**config.mk**
```make
export PLATFORM = sky130hd
export DESIGN_NAME = mp2d_span
export DESIGN_NICKNAME = d
export VERILOG_FILES = /design/src/sv/assert_macros.svh /design/src/sv/mp2d_pkg.sv /design/src/sv/mp2d_span.sv
export SDC_FILE = /design/constraint.sdc
export NUM_CORES = 1
export LEC_CHECK = 0
export ABC_AREA = 1
export BUFFER_PORTS_ARGS = -buffer_cell sky130_fd_sc_hd__buf_2
export CAP_MARGIN = 40
export CORE_UTILIZATION = 55
export CTS_CLUSTER_SIZE = 24
export DETAILED_ROUTE_END_ITERATION = 10
export GPL_TIMING_DRIVEN = 1
export MAX_ROUTING_LAYER = met4
export PLACE_DENSITY = 0.88
export SLEW_MARGIN = 20
export SYNTH_ARGS = -nofsm -noshare
export SYNTH_HDL_FRONTEND = slang
export SYNTH_SLANG_ARGS = --single-unit
```
**constraint.sdc**
```tcl
create_clock -name clk_i -period 8.4 [get_ports clk_i]
set_input_delay 0.84 -clock clk_i [delete_from_list [all_inputs] [get_ports clk_i]]
set_output_delay 0.84 -clock clk_i [all_outputs]
set_load 0.01 [all_outputs]
```
**src/sv/assert_macros.svh**
```systemverilog
// ---------------------------------------------------------------------------
// Assertion macros shared by the RTL files.
// ---------------------------------------------------------------------------
`ifndef ASSERT_MACROS_SVH
`define ASSERT_MACROS_SVH

// Implication checked at every clock edge outside reset.
`define ASSERT_IMPL(label, clk, rst_n, ante, cons) \
  label: assert property (@(posedge clk) disable iff (!rst_n) (ante) |-> (cons)) \
    else $error("assertion failed");

// Implication checked in the cycle after the antecedent.
`define ASSERT_NEXT(label, clk, rst_n, ante, cons) \
  label: assert property (@(posedge clk) disable iff (!rst_n) (ante) |=> (cons)) \
    else $error("assertion failed");

`endif

```
**src/sv/mp2d_pkg.sv**
```systemverilog
// ---------------------------------------------------------------------------
// Max pool plane package
// Shared types, register indexes and float constants.
// ---------------------------------------------------------------------------
package mp2d_pkg;

  localparam logic [31:0] NegInfBits = 32'hFF80_0000;

  localparam logic [2:0] RegInHeight = 3'd0;
  localparam logic [2:0] RegInWidth  = 3'd1;
  localparam logic [2:0] RegKernelH  = 3'd2;
  localparam logic [2:0] RegKernelW  = 3'd3;
  localparam logic [2:0] RegStrideH  = 3'd4;
  localparam logic [2:0] RegStrideW  = 3'd5;
  localparam logic [2:0] RegPadTop   = 3'd6;
  localparam logic [2:0] RegPadLeft  = 3'd7;

  typedef enum logic [2:0] {
    StIdle,
    StSpan,
    StRead,
    StLast,
    StDone
  } state_e;

  // True when a is a number strictly greater than b in IEEE order.
  function automatic logic fp_gt(input logic [31:0] a, input logic [31:0] b);
    logic a_nan;
    logic b_nan;
    logic a_zero;
    logic b_zero;
    logic res;
    a_nan  = (a[30:23] == 8'hFF) && (a[22:0] != 23'd0);
    b_nan  = (b[30:23] == 8'hFF) && (b[22:0] != 23'd0);
    a_zero = (a[30:0] == 31'd0);
    b_zero = (b[30:0] == 31'd0);
    if (a_nan || b_nan || (a_zero && b_zero)) begin
      res = 1'b0;
    end else if (a[31] != b[31]) begin
      res = b[31];
    end else if (!a[31]) begin
      res = a[30:0] > b[30:0];
    end else begin
      res = a[30:0] < b[30:0];
    end
    return res;
  endfunction

endpackage

```
**src/sv/mp2d_span.sv**
```systemverilog
// ---------------------------------------------------------------------------
// Max pool window span
// Clamped window bounds along one axis, registered.
// ---------------------------------------------------------------------------
module mp2d_span import mp2d_pkg::*; #(
  parameter int Limit = 64
) (
  input  logic        clk_i,
  input  logic        load_i,
  input  logic [6:0]  pos_i,
  input  logic [6:0]  stride_i,
  input  logic [5:0]  pad_i,
  input  logic [6:0]  kern_i,
  input  logic [6:0]  size_i,
  output logic [15:0] lo_o,
  output logic [15:0] hi_o,
  output logic        ok_o
);

  localparam logic [15:0] LimitW = 16'(Limit);

  logic signed [16:0] start_s;
  logic signed [16:0] end_s;
  logic [15:0]        extent;
  logic [15:0]        lo_d;
  logic [15:0]        hi_d;
  logic [15:0]        lo_q;
  logic [15:0]        hi_q;
  logic               ok_q;

  always_comb begin
    extent  = ({9'd0, size_i} < LimitW) ? {9'd0, size_i} : LimitW;
    start_s = $signed({3'd0, {7'd0, pos_i} * {7'd0, stride_i}}) - $signed({11'd0, pad_i});
    end_s   = start_s + $signed({10'd0, kern_i});
    lo_d    = start_s[16] ? 16'd0 : start_s[15:0];
    hi_d    = end_s[16] ? 16'd0 :
              ((end_s[15:0] > extent) ? extent : end_s[15:0]);
  end

  always_ff @(posedge clk_i) begin
    if (load_i) begin
      lo_q <= lo_d;
      hi_q <= hi_d;
      ok_q <= !end_s[16] && (lo_d < hi_d);
    end
  end

  assign lo_o = lo_q;
  assign hi_o = hi_q;
  assign ok_o = ok_q;

endmodule

```
### Word level (Yosys, flattened, before mapping)

Index checks and enable logic that the tools add are counted.

* div/mod/pow operators: 0
* muxes and demuxes: 4
* eq/ne operators: 0
* shift operators: 0
* $lt $le $gt $ge: 3
* add/sub/neg operators: 2
* bitwise logic cells: 0
* multiply operators: 1
* reductions and logical operators: 2

Operators by type and width (count)
* 2-to-1 mux 16 bit: 3
* adder 15 x 8 -> 16 bit: 1
* greater-than comparator 16 x 7 -> 1 bit: 1
* < comparator 16 bit: 1
* subtractor 14 x 6 -> 15 bit: 1
* multiplier 7 x 7 -> 14 bit: 1
* < comparator 7 bit (second input constant): 1
* 2-to-1 mux 7 bit: 1
* logical AND 1 bit: 1
* zero test 1 bit: 1

* RAM bits: 0
* memories: 0
* flip-flop bits (word level): 33
* logic and storage cells: 15
* input bits: 36
* ROM bits: 0
* bits in latches: 0
* output and inout bits: 33

### Logic depth before layout (Yosys ltp)

* depth in word-level cells: 8
* gate-level depth with buffers: 41
* gate-level depth less buffers: 40

### Least setup slack after synthesis

No wires, ideal clock.

* path type: input to register
* start point: in pos_i[0]
* end point: reg ok_q, in the netlist ok_o (data pin)
* path buffers: 1
* required time: 8.260 ns
* data arrival time: 6.326 ns
* setup slack: 1.934 ns
* stages on the path: 35
* setup time: 0.140 ns
* cell sequence: nand2_1 -> inv_1 -> fa_1 -> ha_1 -> fa_1 -> inv_1 -> fa_1 -> inv_1 -> ha_1 -> nand2_1 -> nand3_1 -> xor2_1 -> ha_1 -> nand2_1 -> nor2_1 -> nand2_1 -> nand3_1 -> xnor2_1 -> inv_1 -> ha_1 -> nand4_1 -> nand2_1 -> nand3_1 -> nor2_1 -> nand2_1 -> nor2_4 -> nand2_2 -> buf_2 -> o211ai_1 -> ha_1 -> a21oi_1 -> nor2_1 -> a211oi_1 -> nand2_1 -> a21oi_2

* cells in the longest elaborated chain, start to end: 8
* elaborated cells between the ends (all ways): 10
* those cells by class: add/sub (2); mul (1); order compare (2); mux (3); reduce/logical (2)

RTL lines
* from (decl): RTL line mp2d_span.sv:10 `input logic [6:0] pos_i,`
* multiplier 7 x 7 -> 14 bit *: RTL line mp2d_span.sv:33 `start_s = $signed({3'd0, {7'd0, pos_i} * {7'd0, stride_i}}) - $signed({11'd0, pad_i});`
* subtractor 14 x 6 -> 15 bit *: RTL line mp2d_span.sv:33
* adder 15 x 8 -> 16 bit: RTL line mp2d_span.sv:34 `end_s = start_s + $signed({10'd0, kern_i});`
* greater-than comparator 16 x 7 -> 1 bit: RTL line mp2d_span.sv:37 `((end_s[15:0] > extent) ? extent : end_s[15:0]);`
* 2-to-1 mux 16 bit: RTL line mp2d_span.sv:37
* 2-to-1 mux 16 bit: RTL line mp2d_span.sv:36 `hi_d = end_s[16] ? 16'd0 :`
* < comparator 16 bit: RTL line mp2d_span.sv:44 `ok_q <= !end_s[16] && (lo_d < hi_d);`
* logical AND 1 bit *: RTL line mp2d_span.sv:44
* to (signal assigned): RTL line mp2d_span.sv:44
* to (decl): RTL line mp2d_span.sv:29 `logic ok_q;`

Mark *: on every way between the ends. The rest lies on a longest branch, timed or not.
A chain may end at the register's enable or synchronous reset.

### Worst setup path in the final report

* start point: in stride_i[4]
* end point: reg ok_q, in the netlist ok_o (data pin)

* cells in the longest elaborated chain, start to end: 8
* elaborated cells between the ends (all ways): 10
* those cells by class: add/sub (2); mul (1); order compare (2); mux (3); reduce/logical (2)

RTL lines
* from (decl): RTL line mp2d_span.sv:11 `input logic [6:0] stride_i,`
* multiplier 7 x 7 -> 14 bit *: RTL line mp2d_span.sv:33
* subtractor 14 x 6 -> 15 bit *: RTL line mp2d_span.sv:33
* adder 15 x 8 -> 16 bit: RTL line mp2d_span.sv:34
* greater-than comparator 16 x 7 -> 1 bit: RTL line mp2d_span.sv:37
* 2-to-1 mux 16 bit: RTL line mp2d_span.sv:37
* 2-to-1 mux 16 bit: RTL line mp2d_span.sv:36
* < comparator 16 bit: RTL line mp2d_span.sv:44
* logical AND 1 bit *: RTL line mp2d_span.sv:44

Marked as above.

==> results_dict.tcl <==
set metrics [dict create \
    run_status "finished clean" \
    area_growth_pct 13.8 \
    synth_compound_area_share_pct 4.72 \
    power.density_nw_per_um2 364 \
    die_w_um 92.0 \
    vdd_drop_max_mv 0.147 \
    path_max_fanout 12 \
    critPathLaunchType "input pin" \
    final_nets 816 \
    hold_path.class "in2reg" \
    syn_inst 597 \
    path_delay_family "adder cells" \
    synth_cell_types 30 \
    gp_congestion 0.913 \
    path_buf_inv 5 \
    power.total_mw 1.85 \
    drtAntennaViolNets 0 \
    cts.sinks 30 \
    critPathRequiredTime_ns 8.53 \
    crit_start "stride_i[4]" \
    tightest_slew_ns 0.654 \
    grt_pass1_vias 3966 \
    vias 3943 \
    portBuffers 65 \
    avgSynthCellArea_um2 7.47 \
    ioPinCount 69 \
    holdCritStartpoint "size_i[6]" \
    hold_viol_final 0 \
    wl_per_cell_um 12.3 \
    period_share_pct 81.9 \
    slowest_stage "fa_1" \
    layout-drive-gt1-share_pct 16.7 \
    n_antenna_cell 0 \
    post_cts_buffers 0 \
    synth-xor-area-share_pct 1.77 \
    cts_root_buffer "clkbuf_8" \
    p_leak_nw 3.03 \
    synth_adder_area_share_pct 33.3 \
    cts_buffers 5 \
    ys_warn_count 0 \
    seq_area_um2 901 \
    fin_crit_ns 6.88 \
    synthTopCellsByArea "edfxtp_1 (20%), ha_1 (19%), fa_1 (14%), nand2_1 (14%), inv_1 (13%)" \
    yosysSeqAreaShare_pct 20.2 \
    cts.clk_slew.worst_paths_ns 0.06 \
    worst_ep_arrival_time_ns 7.01 \
    synth_top_family_by_area "adder cells" \
    die_h_um 92.0 \
    multi_input_area_um2 3010 \
    htreeDepth 2 \
    row_count 32 \
    fill_cells 640 \
    grt_overflow 0 \
    cap_violations 0 \
    syn_area_um2 4460 \
    core_um2 7770 \
    cts_buffer_depth 2 \
    fin_tns_setup_ns 0 \
    cpPeakStageDelay_ns 0.53 \
    cts_tree "built" \
    muxShareOfSynthArea_pct 0 \
    clock.fmax_mhz 145 \
    drt_iter0_drc 170 \
    antenna_found_initial 0 \
    initial_core_util_pct 57.4 \
    drc 0 \
    rsz0062_at_grt "false" \
    cts_hold_buf 0 \
    mostFrequentLayoutCell "nand2_1" \
    worst-setup-path-type "in2reg" \
    grt_start_max_net_pins 31 \
    wl_mm 9.66 \
    die-area_um2 8470 \
    synth-simple-area-share_pct 26.2 \
    cts.repair.resized 0 \
    ys_ff_latch 30 \
    synth_top_area_share_pct 20.2 \
    slew_violations 0 \
    setup_viol 0 \
    track_usage_pct 25.0 \
    dp_hpwl_mm 8.21 \
    vias_per_cell 5.04 \
    final_cell_mix "nand2_1 (162), inv_1 (151), ha_1 (69)" \
    endpoint_kind "register" \
    grt_first_pass_wirelength_mm 16.7 \
    synth_top_area_cell "edfxtp_1" \
    dr.pass1.iters 4 \
    max_slew_margin_pct 56.4 \
]
[stage by stage]
step | utilization [%] | setup slack (ns) | instances | hold WS, ns | cell area (um2)
6_report | 65.3 | 1.52 | 783 | 1.05 | 5070
3_5_place_dp | 63.6 | 1.35 | 775 | 1.25 | 4940
4_1_cts | 65.3 | 1.55 | 783 | 1.04 | 5070
5_1_grt | 65.3 | 1.12 | 783 | 1.06 | 5070
2_1_floorplan | - | 1.93 | 613 | 0.952 | 4520
3_3_place_gp | 63.6 | 1.58 | 775 | 1.25 | 4940
[synthesized netlist by cell type]
cell type  number
a21oi_2         3
o21ai_0         5
fa_1           31
a21oi_1        19
nand3b_1        2
buf_4           3
nand2_4         2
inv_2           3
xnor2_1         2
xor2_1          7
a21boi_0        1
nand2_2        19
buf_2           1
clkbuf_1        1
nand3_1        20
o211ai_1        5
nor3_1          5
nand2_1       162
nand3_2         4
inv_1         151
a31oi_1         1
ha_1           69
conb_1          2
nor2_2          9
nor2_1         27
o21ai_1         1
edfxtp_1       30
nor2_4          2
nand4_1         9
a211oi_1        1
[path summary, 6_finish.rpt]
path | end | slack [ns] | depth (start not counted)
hold / removal | hi_o[6] | 1.05 | 3
setup / recovery | ok_o | 1.52 | 34
[metal layers]
layer	global-route usage, %	wire [um]	vias to the layer above
met1	27.1	3990	1825
met5	-	0	-
li1	-	-	1985
met3	2.90	387	32
met2	47.5	5060	101
met4	7.55	225	0
[kinds of logic (layout without fill, tap and decap cells)]
group	after synthesis	in the layout
AOI/OAI and AO/OA	36	36
xor gates and xnor gates	9	9
adders and majority gates	100	100
buffers and inverters	159	227
DFF	30	30
other	2	18
and+or+nand+nor	261	261
[state kept, by name (all words and copies together) (netlist names)]
register / flops
ok_o: 1
hi_o: 15
lo_o: 14
[final cells by class]
type	count	share of cell area, %
inverters	154	11.4
clock inverters	3	1.26
repair buffers	65	6.42
multi-input cells	424	59.3
clock buffers	5	1.36
well taps	102	2.52
flip-flops and latches	30	17.8
[report_power, final]
part           internal [mW]  switching [mW]  leakage [nW]  total, mW
sequential             0.224         0.00960         0.290      0.234
clock                  0.117          0.0520        0.0658      0.169
combinational          0.516           0.929          2.68       1.44
total                  0.858           0.990          3.03       1.85
No activity file was read; power rests on OpenSTA's default activity.
